**config.mk**
```make
export PLATFORM = sky130hd
export DESIGN_NAME = salc_ctrl
export DESIGN_NICKNAME = d
export VERILOG_FILES = /design/src/rtl/salc_pkg.sv /design/src/rtl/salc_ctrl.sv
export SDC_FILE = /design/constraint.sdc
export NUM_CORES = 1
export LEC_CHECK = 0
export BUFFER_PORTS_ARGS = -buffer_cell sky130_fd_sc_hd__buf_4
export CORE_AREA = 4 4 41 43
export DETAILED_ROUTE_END_ITERATION = 10
export DIE_AREA = 0 0 45 47
export HOLD_SLACK_MARGIN = 0.06
export MAX_ROUTING_LAYER = met4
export PLACE_DENSITY_LB_ADDON = 0.08
export SLEW_MARGIN = 20
export SYNTH_ARGS = -nofsm -noshare
export SYNTH_HDL_FRONTEND = slang
export SYNTH_SLANG_ARGS = --single-unit
```
**constraint.sdc**
```tcl
create_clock -name clk -period 3.05 [get_ports clk]
set_input_delay 0.1525 -clock clk [delete_from_list [all_inputs] [get_ports clk]]
set_output_delay 0.1525 -clock clk [all_outputs]
set_load 0.03 [all_outputs]
```
**src/rtl/salc_pkg.sv**
```systemverilog
// ----------------------------------------------------------------------------
// salc_pkg
// Shared types, widths and register codes of the set-associative cache unit.
// ----------------------------------------------------------------------------
package salc_pkg;

	localparam int ADDR_W   = 32;
	localparam int SET_CNT  = 1024;
	localparam int SET_W    = 10;
	localparam int WAY_CNT  = 8;
	localparam int WAY_W    = 3;
	localparam int WAYS_W   = 4;
	localparam int STAMP_W  = 32;
	localparam int OFS_W    = 3;
	localparam int IDX_W    = 4;
	localparam int SHIFT_W  = 5;
	localparam int PADDR_W  = 4;
	localparam int PDATA_W  = 32;

	localparam logic [1:0] REG_OFFSET = 2'd0;
	localparam logic [1:0] REG_INDEX  = 2'd1;
	localparam logic [1:0] REG_WAYS   = 2'd2;

	localparam logic [OFS_W-1:0]  OFS_RST  = 3'd5;
	localparam logic [IDX_W-1:0]  IDX_RST  = 4'd6;
	localparam logic [WAYS_W-1:0] WAYS_RST = 4'd4;

	typedef struct packed {
		logic [OFS_W-1:0]  ofs_w;
		logic [IDX_W-1:0]  idx_w;
		logic [WAYS_W-1:0] ways;
	} cfg_t;

	typedef struct packed {
		logic               valid;
		logic               dirty;
		logic [ADDR_W-1:0]  tag;
		logic [ADDR_W-1:0]  fill;
		logic [STAMP_W-1:0] stamp;
	} line_t;

	typedef struct packed {
		line_t [WAY_CNT-1:0] line;
		logic [STAMP_W-1:0]  ctr;
	} row_t;

	typedef struct packed {
		logic               en;
		logic [STAMP_W-1:0] stamp;
		logic [WAY_W-1:0]   way;
	} node_t;

	typedef struct packed {
		logic             clr_we;
		logic [SET_W-1:0] clr_set;
		logic             accept;
		logic             commit;
	} cmd_t;

	typedef struct packed {
		logic rsp_busy;
	} sts_t;

	// Left operand wins ties, so the lowest way is kept on equal stamps.
	function automatic node_t lru_pick(input node_t a, input node_t b);
		node_t r;
		if (!a.en) begin
			r = b;
		end else if (b.en && (b.stamp < a.stamp)) begin
			r = b;
		end else begin
			r = a;
		end
		return r;
	endfunction

endpackage

```
**src/rtl/salc_ctrl.sv**
```systemverilog
// ----------------------------------------------------------------------------
// salc_ctrl
// Controller: clearing sweep after reset, then accept, look up and commit.
// ----------------------------------------------------------------------------
module salc_ctrl (
	input  logic           clk,
	input  logic           arst_n,
	input  logic           req_valid,
	output logic           req_ready,
	input  salc_pkg::sts_t sts,
	output salc_pkg::cmd_t cmd
);

	localparam logic [1:0] ST_CLEAR = 2'd0;
	localparam logic [1:0] ST_IDLE  = 2'd1;
	localparam logic [1:0] ST_LOOK  = 2'd2;

	logic [1:0]                 state_q;
	logic [salc_pkg::SET_W-1:0] clr_q;

	assign req_ready = (state_q == ST_IDLE);

	always_comb begin
		cmd.clr_we  = (state_q == ST_CLEAR);
		cmd.clr_set = clr_q;
		cmd.accept  = req_ready && req_valid;
		cmd.commit  = (state_q == ST_LOOK) && !sts.rsp_busy;
	end

	always_ff @(posedge clk or negedge arst_n) begin
		if (!arst_n) begin
			state_q <= ST_CLEAR;
			clr_q   <= '0;
		end else begin
			unique case (state_q)
				ST_CLEAR: begin
					clr_q <= clr_q + 1'b1;
					if (clr_q == salc_pkg::SET_W'(salc_pkg::SET_CNT - 1)) begin
						state_q <= ST_IDLE;
					end
				end
				ST_IDLE: begin
					if (cmd.accept) begin
						state_q <= ST_LOOK;
					end
				end
				ST_LOOK: begin
					if (cmd.commit) begin
						state_q <= ST_IDLE;
					end
				end
				default: state_q <= ST_IDLE;
			endcase
		end
	end

endmodule

```
# After elaboration in Yosys (flattened, before gate mapping)
# Index checks and enable logic that the tools add are counted.
# totals
input_bits	4
output_inout_bits	14
regBits	12
elab_cells	18
# op_classes
n_addsub	1
n_eq_ne	6
n_mux	4
n_reduce_logical	5
# op_table
cell	count
adder 10 x 1 -> 10 bit, second input constant	1
equality test 10 bit, second input constant	1
2-to-1 mux 2 bit	3
case mux 2 bit (3 select lines)	1
!= test 2 x 1 -> 1 bit, second input constant	2
AND reduction 3 bit	1
equality test 2 x 1 -> 1 bit, second input constant	1
equality test 2 bit, second input constant	1
logical AND 1 bit	2
logical NOT 2 bit	1
!= test 2 bit, second input constant	1
logical NOT 1 bit	1

# Longest topological paths before layout
# Gate-level depths: netlist of the first run.
# logic_depth
ltp_word	4
depth_mapped	3
mapped_depth_nobuf	3

# Worst setup path after synthesis of the first run
# OpenSTA, ideal clock, no wires.
# synth_path
path_kind	register to register
from	reg state_q[1]
to	reg clr_q[1] (netlist bit)
stages_incl_launch_ff	3
setup_time_ns	0.125
t_arrival_ns	1.245
slack_ns	1.681
cell_sequence	dfrtp_1 nor2_2 mux2_2
# synth_lines
element	line_no	text
start, declared	salc_ctrl.sv:18	logic [1:0] state_q;
start signal, assigned	salc_ctrl.sv:32	state_q <= ST_CLEAR;
start signal, assigned	salc_ctrl.sv:39	state_q <= ST_IDLE;
start signal, assigned	salc_ctrl.sv:44	state_q <= ST_LOOK;
end signal, assigned	salc_ctrl.sv:37	clr_q <= clr_q + 1'b1;
end, declared	salc_ctrl.sv:19	logic [salc_pkg::SET_W-1:0] clr_q;

==> flow_summary.json, run 1 <==
{
  "grt_pass1_vias": 381,
  "dieArea_sq_um": 2120,
  "grt_pass1_wl_um": 1710,
  "clock_latency_ns": 0.27,
  "min_path_type": "in -> reg",
  "rows": 13,
  "final-hold-violation-count": 0,
  "grt_setup_unrepaired": "no",
  "worstSetupPathType": "reg -> out",
  "ant_nets": 0,
  "cp.arrival_ns": 1.27,
  "antenna_cells": 0,
  "die_w_um": 45,
  "outcome": "complete, no violations",
  "fin_crit_sh": 0.468,
  "setup_tns_ns": 0,
  "slowest_stage": "dfrtp_1",
  "drtIter0Drc": 5,
  "cts_tree": "built",
  "critPathLaunchType": "flop",
  "start_util": 0.409,
  "cp.required_ns": 2.90,
  "die_y_um": 47,
  "crit_path_end_kind": "primary output",
  "clock-root-buffer": "clkbuf_4",
  "period_minus_slack_ns": 1.43,
  "async_flop_share": 1.00,
  "grt.overflow.total": 0,
  "nets": 72,
  "gp_congestion": 0.699,
  "grtUsageTotal": 0.116,
  "worstMarginPinSlew_ns": 0.338,
  "synth.most_common_cell": "dfrtp_1",
  "drive_gt1_frac": 0.369,
  "cp_cell_sequence": "nor2_2 > buf_4",
  "synth_area_sq_um": 532,
  "max_freq_ghz": 0.701,
  "synth-seq-cells": 12,
  "maxSlewViolCount": 0,
  "post-cts-setup-buffers": 0,
  "cts_made_buffers": 3,
  "power_leakage_nw": 0.330,
  "maxSlewHeadroom": 0.774,
  "syn2layout_area_growth_pct": 33.6,
  "finalPower_mw": 0.777,
  "path_clk_slew_ns": 0.08,
  "wl_um": 1020,
  "port_buffers": 17,
  "fin_skew_ns": 0.00442,
  "dp_hpwl_um": 746,
  "post-place-ws_ns": 1.82,
  "timing.rr.start": "state_q[1]",
  "first_pass_iters": 4,
  "critPathMaxFanout": 8,
  "design_area_sq_um": 711,
  "yosysTopAreaCell": "dfrtp_1",
  "cts_buffer_depth": 2,
  "num_vias": 406,
  "ioPinCount": 18,
  "synth_nets": 49,
  "synthCells": 44,
  "setup.reg_to_reg.worst_slack_ns": 1.79,
  "synth_area_leaders": "dfrtp_1 56%, xnor2_1 13%, nand4_1 4.7%",
  "drc_errors": 0,
  "ys_types": 19,
  "synthFlopType": "dfrtp_1",
  "setup_viol": 0,
  "netlist.area_leader.share": 0.565,
  "min_from": "sts",
  "cap_viol_max_count": 0,
  "cpPeakStageDelay_ns": 0.44,
  "n_fill_cell": 122,
  "seq_area_frac_synth": 0.565,
  "viasPerCell": 5.08,
  "htreeDepth": 1,
  "synth-edff-count": 0,
  "placed_area_sq_um": 678,
  "coreArea_sq_um": 1300,
  "netlist_top_cells_count": "12 x dfrtp_1, 8 x xnor2_1, 4 x nand4_1, 3 x nand2_1, 3 x nand3_1",
  "startpoint": "state_q[1]",
  "peakVddDrop_uv": 655,
  "cts_sinks": 12,
  "antenna_found_initial": 0,
  "avgSynthCellArea_sq_um": 12.1,
  "setup_ws_ns": 1.62,
  "avgRoutedWirePerCell_um": 12.7,
  "power_density_nw_per_um2": 1090,
  "yosys_warnings": 0,
  "grt_max_degree": 13,
  "fin_util": 0.546
}
## flip-flops by register name (all words and copies together) (netlist names)
signal / flops
state_q: 2
clr_q: 10
## layout make-up
class,instances,area (sq um),area share
flip-flops and latches,12,300,0.423
multi-input cells,32,231,0.326
repair buffers,18,138,0.194
clock buffers,3,22.5,0.0317
well taps,15,18.8,0.0264
## worst max-delay path: cells and delay by family, from the launching register on
family | cells | cell delay (ns)
AND/OR/NAND/NOR | 1 | 0.33
buffers and inverters | 1 | 0.23
flip-flops | 1 | 0.44
## where the power goes
part           internal, mW  switching, mW
Combinational         0.161          0.231
Clock                0.0457         0.0518
Sequential            0.217         0.0695
Total                 0.424          0.352
## routing by layer
metal / vias to the layer above / part of all wire / global-route usage
met4: 0 / 0.0059 / 0.0526
li1: 203 / - / -
met3: 2 / 0.097 / 0.0421
met2: 13 / 0.43 / 0.161
met1: 188 / 0.47 / 0.150
met5: - / 0 / -
## metrics by stage
step | instances | hold slack, ns
3_5_place_dp | 76 | 0.000406
2_1_floorplan | 44 | -0.143
5_1_grt | 80 | 0.215
6_report | 80 | 0.186
3_3_place_gp | 76 | 0.00362
4_1_cts | 80 | 0.175
## final timing paths
kind                                    to  cells after the start
worst min-delay path            state_q[1]                      3
min in group asynchronous       state_q[0]                      2
max in group asynchronous         clr_q[2]                      2
worst max register to register    clr_q[1]                      2
worst min register to register    clr_q[9]                      1
worst max-delay path               cmd[12]                      2
## repair_timing
action | in CTS | in global routing
hold buffers | 1 | 0
endpoints found under the hold margin | 12 | 0
gates resized for setup | 0 | 0
## layout by cell type, fill, tap and decap left out
master / instances
ha_1: 1
nor2_1: 1
nand4_1: 4
nor3b_1: 1
nand3b_1: 1
nor2_2: 1
and2b_1: 1
nand3_1: 3
xor2_1: 1
dfrtp_1: 12
and4bb_2: 1
o21ai_0: 1
mux2_2: 1
a21oi_1: 1
dlygate4sd3_1: 1
and3_1: 1
and2_1: 1
nand2_1: 3
buf_4: 17
xnor2_1: 8
clkbuf_4: 3
and4_2: 1
## kinds of logic after synthesis
logic type / synth area share
compound gates: 0.0188
xor+xnor: 0.148
fa+ha+maj: 0.0235
flops: 0.565
mux: 0.0212
simple gates: 0.224
No activity file was read; power rests on OpenSTA's default activity.
==> run 2, diff against run 1 <==
clock period = 1.4 ns   (was 3.05 ns; I/O delays follow)
==> run 2 against run 1 <==
Compared with the run above:
- power increased by 120%
- wire length decreased by 0.30%
- die area unchanged
- final cell count unchanged
- critical endpoint unchanged
- sequential power increased by 120%
- final area increased by 0.70%
- largest cell class unchanged
==> flow_summary.json, run 2 (synthesis gave the netlist of run 1 again) <==
{
  "die_w_um": 45,
  "regMostFlops": "clr_q",
  "cts_buffer_depth": 2,
  "setup_viol": 0,
  "setup_tns_ns": 0,
  "wl_um": 1010,
  "rows": 13,
  "maxSlewViolCount": 0,
  "fin_skew_ns": 0.00403,
  "antenna_found_initial": 0,
  "post-cts-setup-buffers": 0,
  "cp_top_family": "flip-flops",
  "cts_made_buffers": 3,
  "slowest_stage": "dfrtp_1",
  "antenna_cells": 0,
  "layout_common_cells": "17 x buf_4, 12 x dfrtp_1, 8 x xnor2_1",
  "dieArea_sq_um": 2120,
  "maxSlewHeadroom": 0.838,
  "route.met2.wl_um": 434,
  "period_minus_slack_ns": 1.24,
  "grt_pass1_vias": 381,
  "critPathLaunchType": "flop",
  "min_path_type": "in -> reg",
  "critPathMaxFanout": 8,
  "clock-root-buffer": "clkbuf_4",
  "grt_max_degree": 13,
  "drc_errors": 0,
  "num_vias": 405,
  "wl_met3_um": 103,
  "n_fill_cell": 121,
  "max_freq_ghz": 0.809,
  "multi_input_area_sq_um": 236,
  "avgRoutedWirePerCell_um": 12.7,
  "power_density_nw_per_um2": 2380,
  "viasPerCell": 5.06,
  "grtUsageTotal": 0.116,
  "worstMarginPinSlew_ns": 0.241,
  "timing.hold.ws_ns": 0.103,
  "path_clk_slew_ns": 0.07,
  "final_common_cell": "buf_4",
  "cp_cell_sequence": "nor2_4 > buf_4",
  "cap_viol_max_count": 0,
  "largest_reg_flops": 10,
  "cpPeakStageDelay_ns": 0.46,
  "dp_cells": 76,
  "grt_pass1_wl_um": 1710,
  "worstSetupPathType": "reg -> out",
  "first_pass_iters": 4,
  "die_y_um": 47,
  "final-hold-violation-count": 0,
  "crit_path_end_kind": "primary output",
  "clock_latency_ns": 0.27,
  "cp.required_ns": 1.33,
  "gp_congestion": 0.699,
  "peakVddDrop_uv": 1430,
  "syn2layout_area_growth_pct": 34.6,
  "port_buffers": 17,
  "setup.reg_to_reg.worst_slack_ns": 0.18,
  "cts_sinks": 12,
  "placed_area_sq_um": 678,
  "top_layer": "met4",
  "drtIter0Drc": 5,
  "wirelength_met1_um": 466,
  "grt_setup_unrepaired": "no",
  "cp.arrival_ns": 1.17,
  "htreeDepth": 1,
  "crit_buf_inv": 1,
  "start_util": 0.409,
  "outcome": "complete, no violations",
  "nets": 72,
  "design_area_sq_um": 716,
  "dp_hpwl_um": 746,
  "seq_area_sq_um": 300,
  "ant_nets": 0,
  "power_leakage_nw": 0.331,
  "coreArea_sq_um": 1300,
  "fin_crit_sh": 0.883,
  "drive_gt1_frac": 0.369,
  "reg_top3": "clr_q: 10 flops, state_q: 2 flops",
  "ioPinCount": 18,
  "stdcell_count": 80,
  "grt.overflow.total": 0,
  "cts_tree": "built"
}
run 2: layout make-up:
type,count,share of cell area
sequential,12,0.420
timing repair buffer,18,0.192
multi-input combinational,32,0.330
clock buffer,3,0.0315
tap,15,0.0262
run 2: timing repair:
item	in CTS	in global routing
hold endpoints to repair	12	0
setup endpoints to repair	0	1
hold buffers	1	0
resized for setup	0	1
run 2: metrics by stage:
step	setup WS [ns]	util	total power [mW]
floorplan	0.0307	-	1.18
global placement	0.184	0.521	1.49
detailed placement	0.166	0.521	1.49
CTS	0.0580	0.546	1.71
global route	0.0798	0.550	1.82
finish	0.163	0.550	1.71
run 2: worst min-delay path, delay by kind of cell:
kind            cells  cell delay [ns]
compound gates      1             0.11
buf+inv             1             0.09
simple gates        1             0.06
run 2: report_power, final:
| group | total (mW) | internal (mW) | leakage [nW] | switching (mW) |
|---|---|---|---|---|
| logic | 0.861 | 0.358 | 0.164 | 0.503 |
| registers | 0.634 | 0.473 | 0.153 | 0.161 |
| clock network | 0.212 | 0.0995 | 0.0138 | 0.112 |
| total | 1.71 | 0.931 | 0.331 | 0.776 |
run 2: worst paths after layout:
kind | start | end | cells after the start
worst max-delay path | state_q[1] | cmd[12] | 2
worst min-delay path | sts | state_q[1] | 3
worst max register to register | state_q[1] | clr_q[5] | 3
worst min register to register | clr_q[9] | clr_q[9] | 1
max in group asynchronous | arst_n | clr_q[3] | 2
min in group asynchronous | arst_n | state_q[0] | 2
run 2: metal layers:
layer  track usage  vias up
li1              -      201
met1         0.150      187
met2         0.161       15
met3        0.0421        2
met4        0.0526        0
met5             -        -
