$ cat config.mk
export PLATFORM = sky130hd
export DESIGN_NAME = salc_cfg
export DESIGN_NICKNAME = d
export VERILOG_FILES = /design/src/rtl/salc_pkg.sv /design/src/rtl/salc_cfg.sv
export SDC_FILE = /design/constraint.sdc
export NUM_CORES = 1
export LEC_CHECK = 0
export ABC_AREA = 1
export BUFFER_PORTS_ARGS = -buffer_cell sky130_fd_sc_hd__buf_4
export CELL_PAD_IN_SITES_DETAIL_PLACEMENT = 0
export CELL_PAD_IN_SITES_GLOBAL_PLACEMENT = 1
export CORE_MARGIN = 2
export CORE_UTILIZATION = 22
export DETAILED_ROUTE_END_ITERATION = 16
export MAX_ROUTING_LAYER = met4
export PLACE_DENSITY_LB_ADDON = 0.1
export SLEW_MARGIN = 20
export SYNTH_ARGS = -nofsm -noshare
export SYNTH_HDL_FRONTEND = slang
export SYNTH_SLANG_ARGS = --single-unit
$ cat constraint.sdc
create_clock -name clk -period 1.4 [get_ports clk]
set_clock_uncertainty 0.15 [all_clocks]
set_input_delay 0.28 -clock clk [delete_from_list [all_inputs] [get_ports clk]]
set_output_delay 0.28 -clock clk [all_outputs]
set_load 0.1 [all_outputs]
$ cat src/rtl/salc_pkg.sv
// ----------------------------------------------------------------------------
// salc_pkg
// Shared types, widths and register codes of the set-associative cache unit.
// ----------------------------------------------------------------------------
package salc_pkg;

	localparam int ADDR_W   = 32;
	localparam int SET_CNT  = 1024;
	localparam int SET_W    = 10;
	localparam int WAY_CNT  = 8;
	localparam int WAY_W    = 3;
	localparam int WAYS_W   = 4;
	localparam int STAMP_W  = 32;
	localparam int OFS_W    = 3;
	localparam int IDX_W    = 4;
	localparam int SHIFT_W  = 5;
	localparam int PADDR_W  = 4;
	localparam int PDATA_W  = 32;

	localparam logic [1:0] REG_OFFSET = 2'd0;
	localparam logic [1:0] REG_INDEX  = 2'd1;
	localparam logic [1:0] REG_WAYS   = 2'd2;

	localparam logic [OFS_W-1:0]  OFS_RST  = 3'd5;
	localparam logic [IDX_W-1:0]  IDX_RST  = 4'd6;
	localparam logic [WAYS_W-1:0] WAYS_RST = 4'd4;

	typedef struct packed {
		logic [OFS_W-1:0]  ofs_w;
		logic [IDX_W-1:0]  idx_w;
		logic [WAYS_W-1:0] ways;
	} cfg_t;

	typedef struct packed {
		logic               valid;
		logic               dirty;
		logic [ADDR_W-1:0]  tag;
		logic [ADDR_W-1:0]  fill;
		logic [STAMP_W-1:0] stamp;
	} line_t;

	typedef struct packed {
		line_t [WAY_CNT-1:0] line;
		logic [STAMP_W-1:0]  ctr;
	} row_t;

	typedef struct packed {
		logic               en;
		logic [STAMP_W-1:0] stamp;
		logic [WAY_W-1:0]   way;
	} node_t;

	typedef struct packed {
		logic             clr_we;
		logic [SET_W-1:0] clr_set;
		logic             accept;
		logic             commit;
	} cmd_t;

	typedef struct packed {
		logic rsp_busy;
	} sts_t;

	// Left operand wins ties, so the lowest way is kept on equal stamps.
	function automatic node_t lru_pick(input node_t a, input node_t b);
		node_t r;
		if (!a.en) begin
			r = b;
		end else if (b.en && (b.stamp < a.stamp)) begin
			r = b;
		end else begin
			r = a;
		end
		return r;
	endfunction

endpackage

$ cat src/rtl/salc_cfg.sv
// ----------------------------------------------------------------------------
// salc_cfg
// APB register file: offset width, index width and ways in use, with the
// effective (saturated) values for the datapath.
// ----------------------------------------------------------------------------
module salc_cfg (
	input  logic                          clk,
	input  logic                          arst_n,
	input  logic                          psel,
	input  logic                          penable,
	input  logic                          pwrite,
	input  logic [salc_pkg::PADDR_W-1:0]  paddr,
	input  logic [salc_pkg::PDATA_W-1:0]  pwdata,
	output logic [salc_pkg::PDATA_W-1:0]  prdata,
	output logic                          pready,
	output salc_pkg::cfg_t                cfg
);

	logic [salc_pkg::OFS_W-1:0]  ofs_q;
	logic [salc_pkg::IDX_W-1:0]  idx_q;
	logic [salc_pkg::WAYS_W-1:0] ways_q;
	logic                        wr_en;
	logic [1:0]                  reg_sel;

	assign pready  = 1'b1;
	assign reg_sel = paddr[3:2];
	assign wr_en   = psel && penable && pwrite && pready;

	always_ff @(posedge clk or negedge arst_n) begin
		if (!arst_n) begin
			ofs_q  <= salc_pkg::OFS_RST;
			idx_q  <= salc_pkg::IDX_RST;
			ways_q <= salc_pkg::WAYS_RST;
		end else if (wr_en) begin
			unique case (reg_sel)
				salc_pkg::REG_OFFSET: ofs_q  <= pwdata[salc_pkg::OFS_W-1:0];
				salc_pkg::REG_INDEX:  idx_q  <= pwdata[salc_pkg::IDX_W-1:0];
				salc_pkg::REG_WAYS:   ways_q <= pwdata[salc_pkg::WAYS_W-1:0];
				default: ;
			endcase
		end
	end

	always_comb begin
		unique case (reg_sel)
			salc_pkg::REG_OFFSET: prdata = salc_pkg::PDATA_W'(ofs_q);
			salc_pkg::REG_INDEX:  prdata = salc_pkg::PDATA_W'(idx_q);
			salc_pkg::REG_WAYS:   prdata = salc_pkg::PDATA_W'(ways_q);
			default:              prdata = '0;
		endcase
	end

	always_comb begin
		cfg.ofs_w = ofs_q;
		if (idx_q > salc_pkg::IDX_W'(salc_pkg::SET_W)) begin
			cfg.idx_w = salc_pkg::IDX_W'(salc_pkg::SET_W);
		end else begin
			cfg.idx_w = idx_q;
		end
		if (ways_q == '0) begin
			cfg.ways = salc_pkg::WAYS_W'(1);
		end else if (ways_q > salc_pkg::WAYS_W'(salc_pkg::WAY_CNT)) begin
			cfg.ways = salc_pkg::WAYS_W'(salc_pkg::WAY_CNT);
		end else begin
			cfg.ways = ways_q;
		end
	end

endmodule

Word level (Yosys, flattened, before mapping)
Cells that the tools add are included.
W data, S select, Z words.
{ "word_totals": {"regBits": 11, "in_bits": 41, "word_cells": 18, "output_inout_bits": 44} }
{ "classes": {"n_eq_ne": 2, "mux": 4, "magnitude_cmp": 2, "reduce_logical": 7} }
{ "ops": {"columns": ["op", "count"], "rows": [
  ["$mux W4", 3],
  ["$pmux W4 S3", 1],
  ["$gt A4 B4 Y1 const B", 2],
  ["$reduce_and A2 Y1", 3],
  ["$logic_not A4 Y1", 1],
  ["$eq A2 B1 Y1 const B", 1],
  ["$eq A2 B2 Y1 const B", 1],
  ["$logic_and A1 B1 Y1", 2],
  ["$logic_not A2 Y1", 1]
]} }

Depth between registers and ports, before layout
Gate-level depths: netlist (run 1).
{ "logic_depth": {"depth_word": 3, "mapped_depth": 6, "mapped_depth_nobuf": 6} }

Worst setup path after synthesis (run 1)
OpenSTA, ideal clock, no wires.
{ "synth_timing": {"path_kind": "flip-flop to output port", "from": "reg idx_q[0] in the netlist's numbering", "to": "out cfg[4] in the netlist's numbering", "n_path_buf": 0, "slack_ns": -1.680, "stages_incl_launch_ff": 4, "arrival_ns": 2.650, "t_required_ns": 0.970, "cell_sequence": "dfrtp_1 > nand2_1 > nand2_1 > a21boi_0"} }
{ "synth_rtl": {"columns": ["item", "line", "source"], "rows": [
  ["start, declared", "salc_cfg.sv:20", "logic [salc_pkg::IDX_W-1:0] idx_q;"],
  ["start signal, assigned", "salc_cfg.sv:32", "idx_q <= salc_pkg::IDX_RST;"],
  ["start signal, assigned", "salc_cfg.sv:37", "salc_pkg::REG_INDEX: idx_q <= pwdata[salc_pkg::IDX_W-1:0];"],
  ["end, declared", "salc_cfg.sv:16", "output salc_pkg::cfg_t cfg"]
]} }

==> metrics, run 1 <==
critical path endpoint category=primary output; hold path cells=3; vias per cell=about 3.7; initial antenna violation count=0; WP buf/inv=2; Tcrit/Tclk final=117%; root buffer cell=clkbuf_8; residual DRC count=0; crit path kind=reg -> out; largest net degree at the start of global routing=12; WL/cell=approximately 11 microns; Num CTS Buffers=3; register area share after synthesis=33.1%; clk_lat worst skew=240 ps; fin nets=between 150 and 200; Cell Count, Final, Fillers Out=between 200 and 250; PwrDens=about 1800 nW/um^2; Syn Area/Cell=6.96 sq um; Initial DRT Pass Iterations=4; Slew Limit Fails=0; RePlAce Congestion=between 0.7 and 0.8; Initial Util=about 23%; worst vdd ir=approximately 1000 uV; drt total wl=2160 microns; clk buf depth=2; num ports=85; setup ws final=-245 ps; Critical Path RT=just under 1000 ps; R2R setup slack=approximately 350 ps; Leakage=0.721 nW; die width=66.1 microns; row cnt=22; Core Footprint=around 3700 sq um; #FFs+latches synth=11; Max Cap Viol=0; Initial DRC Count=18; synth warn=0; Mapped Cells=between 100 and 150; met3 wire len=about 150 microns; Crit-path slowest cell=dfstp_2; CTS tree=done; Peak Freq=just over 0.6 GHz; synthesized area=between 800 and 900 sq um; Syn-to-layout area delta=66.6%; first-pass GRT wire length=3490 microns; placed insts=between 150 and 200; launch point of the worst path=ways_q[2]; vias in the first global route=~760; failing checks=negative setup slack; family with the most delay on the worst path=flip-flops; # diodes=0; RSZ-0062 raised after global routing=true; Worst EP arrival=approximately 1200 ps; depth of the CTS H-tree=1; Fin. Hold Viols=0; DP HPWL=approximately 1700 microns; Worst setup SP type=flop; Crit Reg-Reg Endpoint=ofs_q[0]; WP depth=4; Placement Setup Slack=-132 ps; status=finished with violations; CTS clock-pin slew for the worst setup and hold paths=60 ps; Top Layer Used=met4; FF-to-FF path depth=3; library cells used by synthesis=18; met2 wire length=1060 microns; Antenna Nets Post-Route=0; CP endpoint=cfg[0]; Overall Global Routing Usage=around 11%; die area=roughly 4400 sq um; die height=66.1 microns; clock period minus worst slack=around 1600 ps; R2R Path Start=ofs_q[0]; total clock sinks=11; CP max FO=3; max incr delay on CP=550 ps; GRT overflow=0; setup violators final=13; Hold Crit Class=in -> reg; share of layout cells above drive strength 1=about half; Vias=between 700 and 800; Buffers on Ports=25; met1 wire length=roughly 900 microns; worst-path cell chain=inv_2 -> a21oi_2 -> nor2_2 -> buf_12
-- layout make-up --
type,instances,area [sq um]
clock buffer,4,45.0
fill,418,2270
inverter,9,38.8
multi-input combinational,98,533
sequential,11,294
tap,48,60.1
timing repair buffer,34,444
-- worst register-to-register path: stages (launching register included) --
cell and delay [ps]:
dfstp_4 640, buf_4 110, nand2_1 40, nand2_1 50
-- synth_stat cells --
library cell	count	area (sq um)
nand2_2	4	25.0
dfrtp_1	6	150
clkbuf_1	2	7.51
nand3_1	3	15.0
nand2_1	48	180
nor2_1	6	22.5
nor2_4	1	11.3
buf_4	29	218
conb_1	2	7.51
o21ai_0	1	5.00
a21oi_1	1	5.00
o21bai_1	1	7.51
dfstp_2	5	131
a21boi_0	1	7.51
inv_2	4	15.0
nand3_2	1	10.0
nor2_2	2	12.5
inv_1	5	18.8
-- how the worst min path moves through the flow --
stage / startpoint / end
finish: pwdata[3] / idx_q[3]
global route: pwdata[3] / ways_q[3]
CTS: pwdata[3] / idx_q[3]
detailed placement: arst_n / ofs_q[1]
global placement: arst_n / ofs_q[1]
floorplan: arst_n / idx_q[0]
-- cells by family after synthesis --
kind of cell           count (synthesis)  share of synthesized area [%]
AO/OA/AOI/OAI                          4                           2.95
buffers and inverters                 40                           30.5
flip-flops                            11                           33.1
other                                  2                          0.884
AND/OR/NAND/NOR                       65                           32.5
-- registers in the layout, indices dropped and copies added, names as in the netlist --
name	flops
ofs_q	3
idx_q	4
ways_q	4
-- metal layers --
layer	track usage [%]	vias up
li1	-	374
met1	12.7	351
met2	18.6	33
met3	2.39	5
met4	5.36	0
met5	-	-
-- cell usage in the layout, fill, tap and decap left out, drive strengths merged --
master       count
a21boi           1
a21oi            1
buf             33
clkbuf           4
conb            29
dfrtp            6
dfstp            5
dlygate4sd3      1
inv              9
nand2           52
nand3            4
nor2             9
o21ai            1
o21bai           1
-- power breakdown --
part	total [mW]	internal (mW)	switching, mW	leakage, nW
Clock	0.334	0.201	0.133	0.0228
Sequential	0.513	0.420	0.0932	0.127
Combinational	1.75	0.499	1.25	0.571
Total	2.59	1.12	1.47	0.721
-- through the flow --
step	TNS, ps	hold WS (ps)	power (mW)	instance area, sq um	utilization (%)
6_report	-2140	105	2.59	1420	38.4
5_1_grt	-2610	122	2.69	1420	38.4
4_1_cts	-2180	106	2.58	1390	37.7
3_5_place_dp	-629	-26.1	1.95	1140	30.9
3_3_place_gp	-619	-23.6	1.95	1140	30.9
2_1_floorplan	-1500	-166	1.79	1070	-
-- timing repair --
action	CTS	global route
hold buffers	1	0
hold endpoints to repair	11	0
resized for setup	50	3
buffers inserted	0	2
pin swaps	4	1
endpoints found under the setup margin	15	13
No activity file was read; power rests on OpenSTA's default activity.
==> inputs of run 2 (changes only) <==
GPL_TIMING_DRIVEN = 0   (was not set)
==> metrics, run 2 (synthesis gave the netlist of run 1 again) <==
total clock sinks=11 (unchanged); post-CTS setup buffer count=0 (unchanged); WL/cell=9.11 microns (-14%); share of layout cells above drive strength 1=55.9% (+7.1 points); worst-path cell chain=inv_2 -> a21oi_2 -> nor2_2 -> buf_12; Max Cap Viol=0 (unchanged); largest net degree at the start of global routing=12 (unchanged); Core Footprint=3690 sq um (unchanged); Slew Limit Fails=0 (unchanged); RePlAce Congestion=0.787 (+9.5%); GRT overflow=0 (unchanged); Antenna Nets Post-Route=0 (unchanged); # diodes=0 (unchanged); residual DRC count=0 (unchanged); first-pass GRT wire length=3420 microns (-2.2%); commonest cells after routing, fill and taps aside=nand2_1 (42), buf_4 (39), conb_1 (29); crit path kind=reg -> out; Final Util=43.0% (+4.7 points); setup violators final=14 (+1); CTS tree=done; family with the most delay on the worst path=flip-flops; clock period minus worst slack=1620 ps (-24.0 ps); WP buf/inv=2 (unchanged); Cell Count, Final, Fillers Out=227 (+11%); critical path endpoint category=primary output; fin nets=221 (+12%); vias per cell=3.61 (-3.5%); die area=4370 sq um (unchanged); die height=66.1 microns (unchanged); Worst setup SP type=flop; max incr delay on CP=550 ps (about the same); Overall Global Routing Usage=10.6% (-0.58 points); initial antenna violation count=0 (unchanged); Worst EP arrival=1190 ps (-20 ps); row cnt=22 (unchanged); CP max FO=3 (unchanged); status=finished with violations; Initial DRT Pass Iterations=2 (-2); Leakage=0.846 nW (+17%); Num CTS Buffers=3 (unchanged); vias in the first global route=796 (+5.0%); drt total wl=2070 microns (-4.1%); biggest regs=idx_q: 4 flops, ways_q: 4 flops, ofs_q: 3 flops; Syn-to-layout area delta=86.9%; Vias=819 (+7.3%); failing checks=negative setup slack; Crit-path slowest cell=dfstp_2; commonest non-fill, non-tap cell in the layout=nand2_1; Buffers on Ports=25 (unchanged); Critical Path RT=970 ps (about the same); PwrDens=1640 nW/um^2 (-10%); Fin. Hold Viols=0 (unchanged); clk_lat worst skew=230 ps (about the same); worst vdd ir=946 uV (-6.2%); DP HPWL=1780 microns (+5.3%); die width=66.1 microns (unchanged); Initial Util=23.0% (unchanged); Final Power=2.61 mW (+0.66%); Peak Freq=0.617 GHz (+1.5%); clk buf depth=2 (unchanged); Hold Crit Class=in -> reg; Placement Setup Slack=-399 ps (-267 ps); RSZ-0062 raised after global routing=true; num ports=85 (unchanged); root buffer cell=clkbuf_8; CTS clock-pin slew for the worst setup and hold paths=50 ps (about the same); Tcrit/Tclk final=116% (-1.7 points); placed insts=222 (+13%); Initial DRC Count=18 (unchanged); depth of the CTS H-tree=1 (unchanged); setup ws final=-221 ps (+24.0 ps)
==> run 2: cell count changes in the layout (fill, tap and decap cells not counted) <==
| cell | change |
|---|---|
| buf_2 | +1 |
| buf_4 | +23 |
| buf_6 | -1 |
| dfrtp_1 | -1 |
| dfrtp_2 | +1 |
| nand2_1 | +1 |
| nand2_2 | -1 |
| nor2_1 | -1 |
| nor2_4 | +1 |
==> run 2: worst paths after layout <==
check	from	to	slack [ps]	depth (start not counted)
min in group asynchronous	arst_n	ofs_q[1]	280	2
max in group asynchronous	arst_n	idx_q[1]	600	2
worst min-delay path	pwdata[3]	ways_q[3]	110	3
worst min register to register	ways_q[2]	ways_q[2]	330	2
worst max-delay path	ways_q[2]	cfg[0]	-220	4
worst max register to register	ofs_q[0]	ofs_q[0]	440	2
==> run 2: per-stage QoR <==
step / cell area, sq um / hold WS [ps] / TNS (ps)
finish: 1590 / 114 / -1920
global route: 1590 / 116 / -2400
CTS: 1570 / 110 / -2100
detailed placement: 1320 / -27.7 / -1440
global placement: 1320 / -28.6 / -1280
floorplan: 1070 / -166 / -1500
==> run 2: layout make-up <==
type	instances	area, sq um
buffer	31	234
clock buffer	4	45.0
fill	394	2100
inverter	9	38.8
multi-input combinational	98	538
sequential	11	295
tap	48	60.1
timing repair buffer	26	377
==> run 2: repair_timing <==
action | 4_1_cts | 5_1_grt
hold endpoints to repair | 11 | 0
endpoints found under the setup margin | 14 | 15
resized for setup | 50 | 6
pin swaps | 4 | 0
hold buffers | 1 | 0
==> run 2: report_power, final <==
group	internal (mW)	total [mW]	switching, mW	leakage [nW]
clock	0.199	0.313	0.113	0.0228
combinational	0.532	1.77	1.24	0.698
sequential	0.421	0.524	0.103	0.126
total	1.15	2.61	1.46	0.846
==> run 2: routing by layer <==
metal | share of wire (%) | global-route usage, %
met1 | 41 | 12.3
met2 | 52 | 17.6
met3 | 5.7 | 1.70
met4 | 1.2 | 5.36
met5 | 0 | -
==> run 2: worst register-to-register path: stages (launching register included) <==
cell and delay [ps]:
dfstp_4 640, nand2_1 60, nand2_1 50
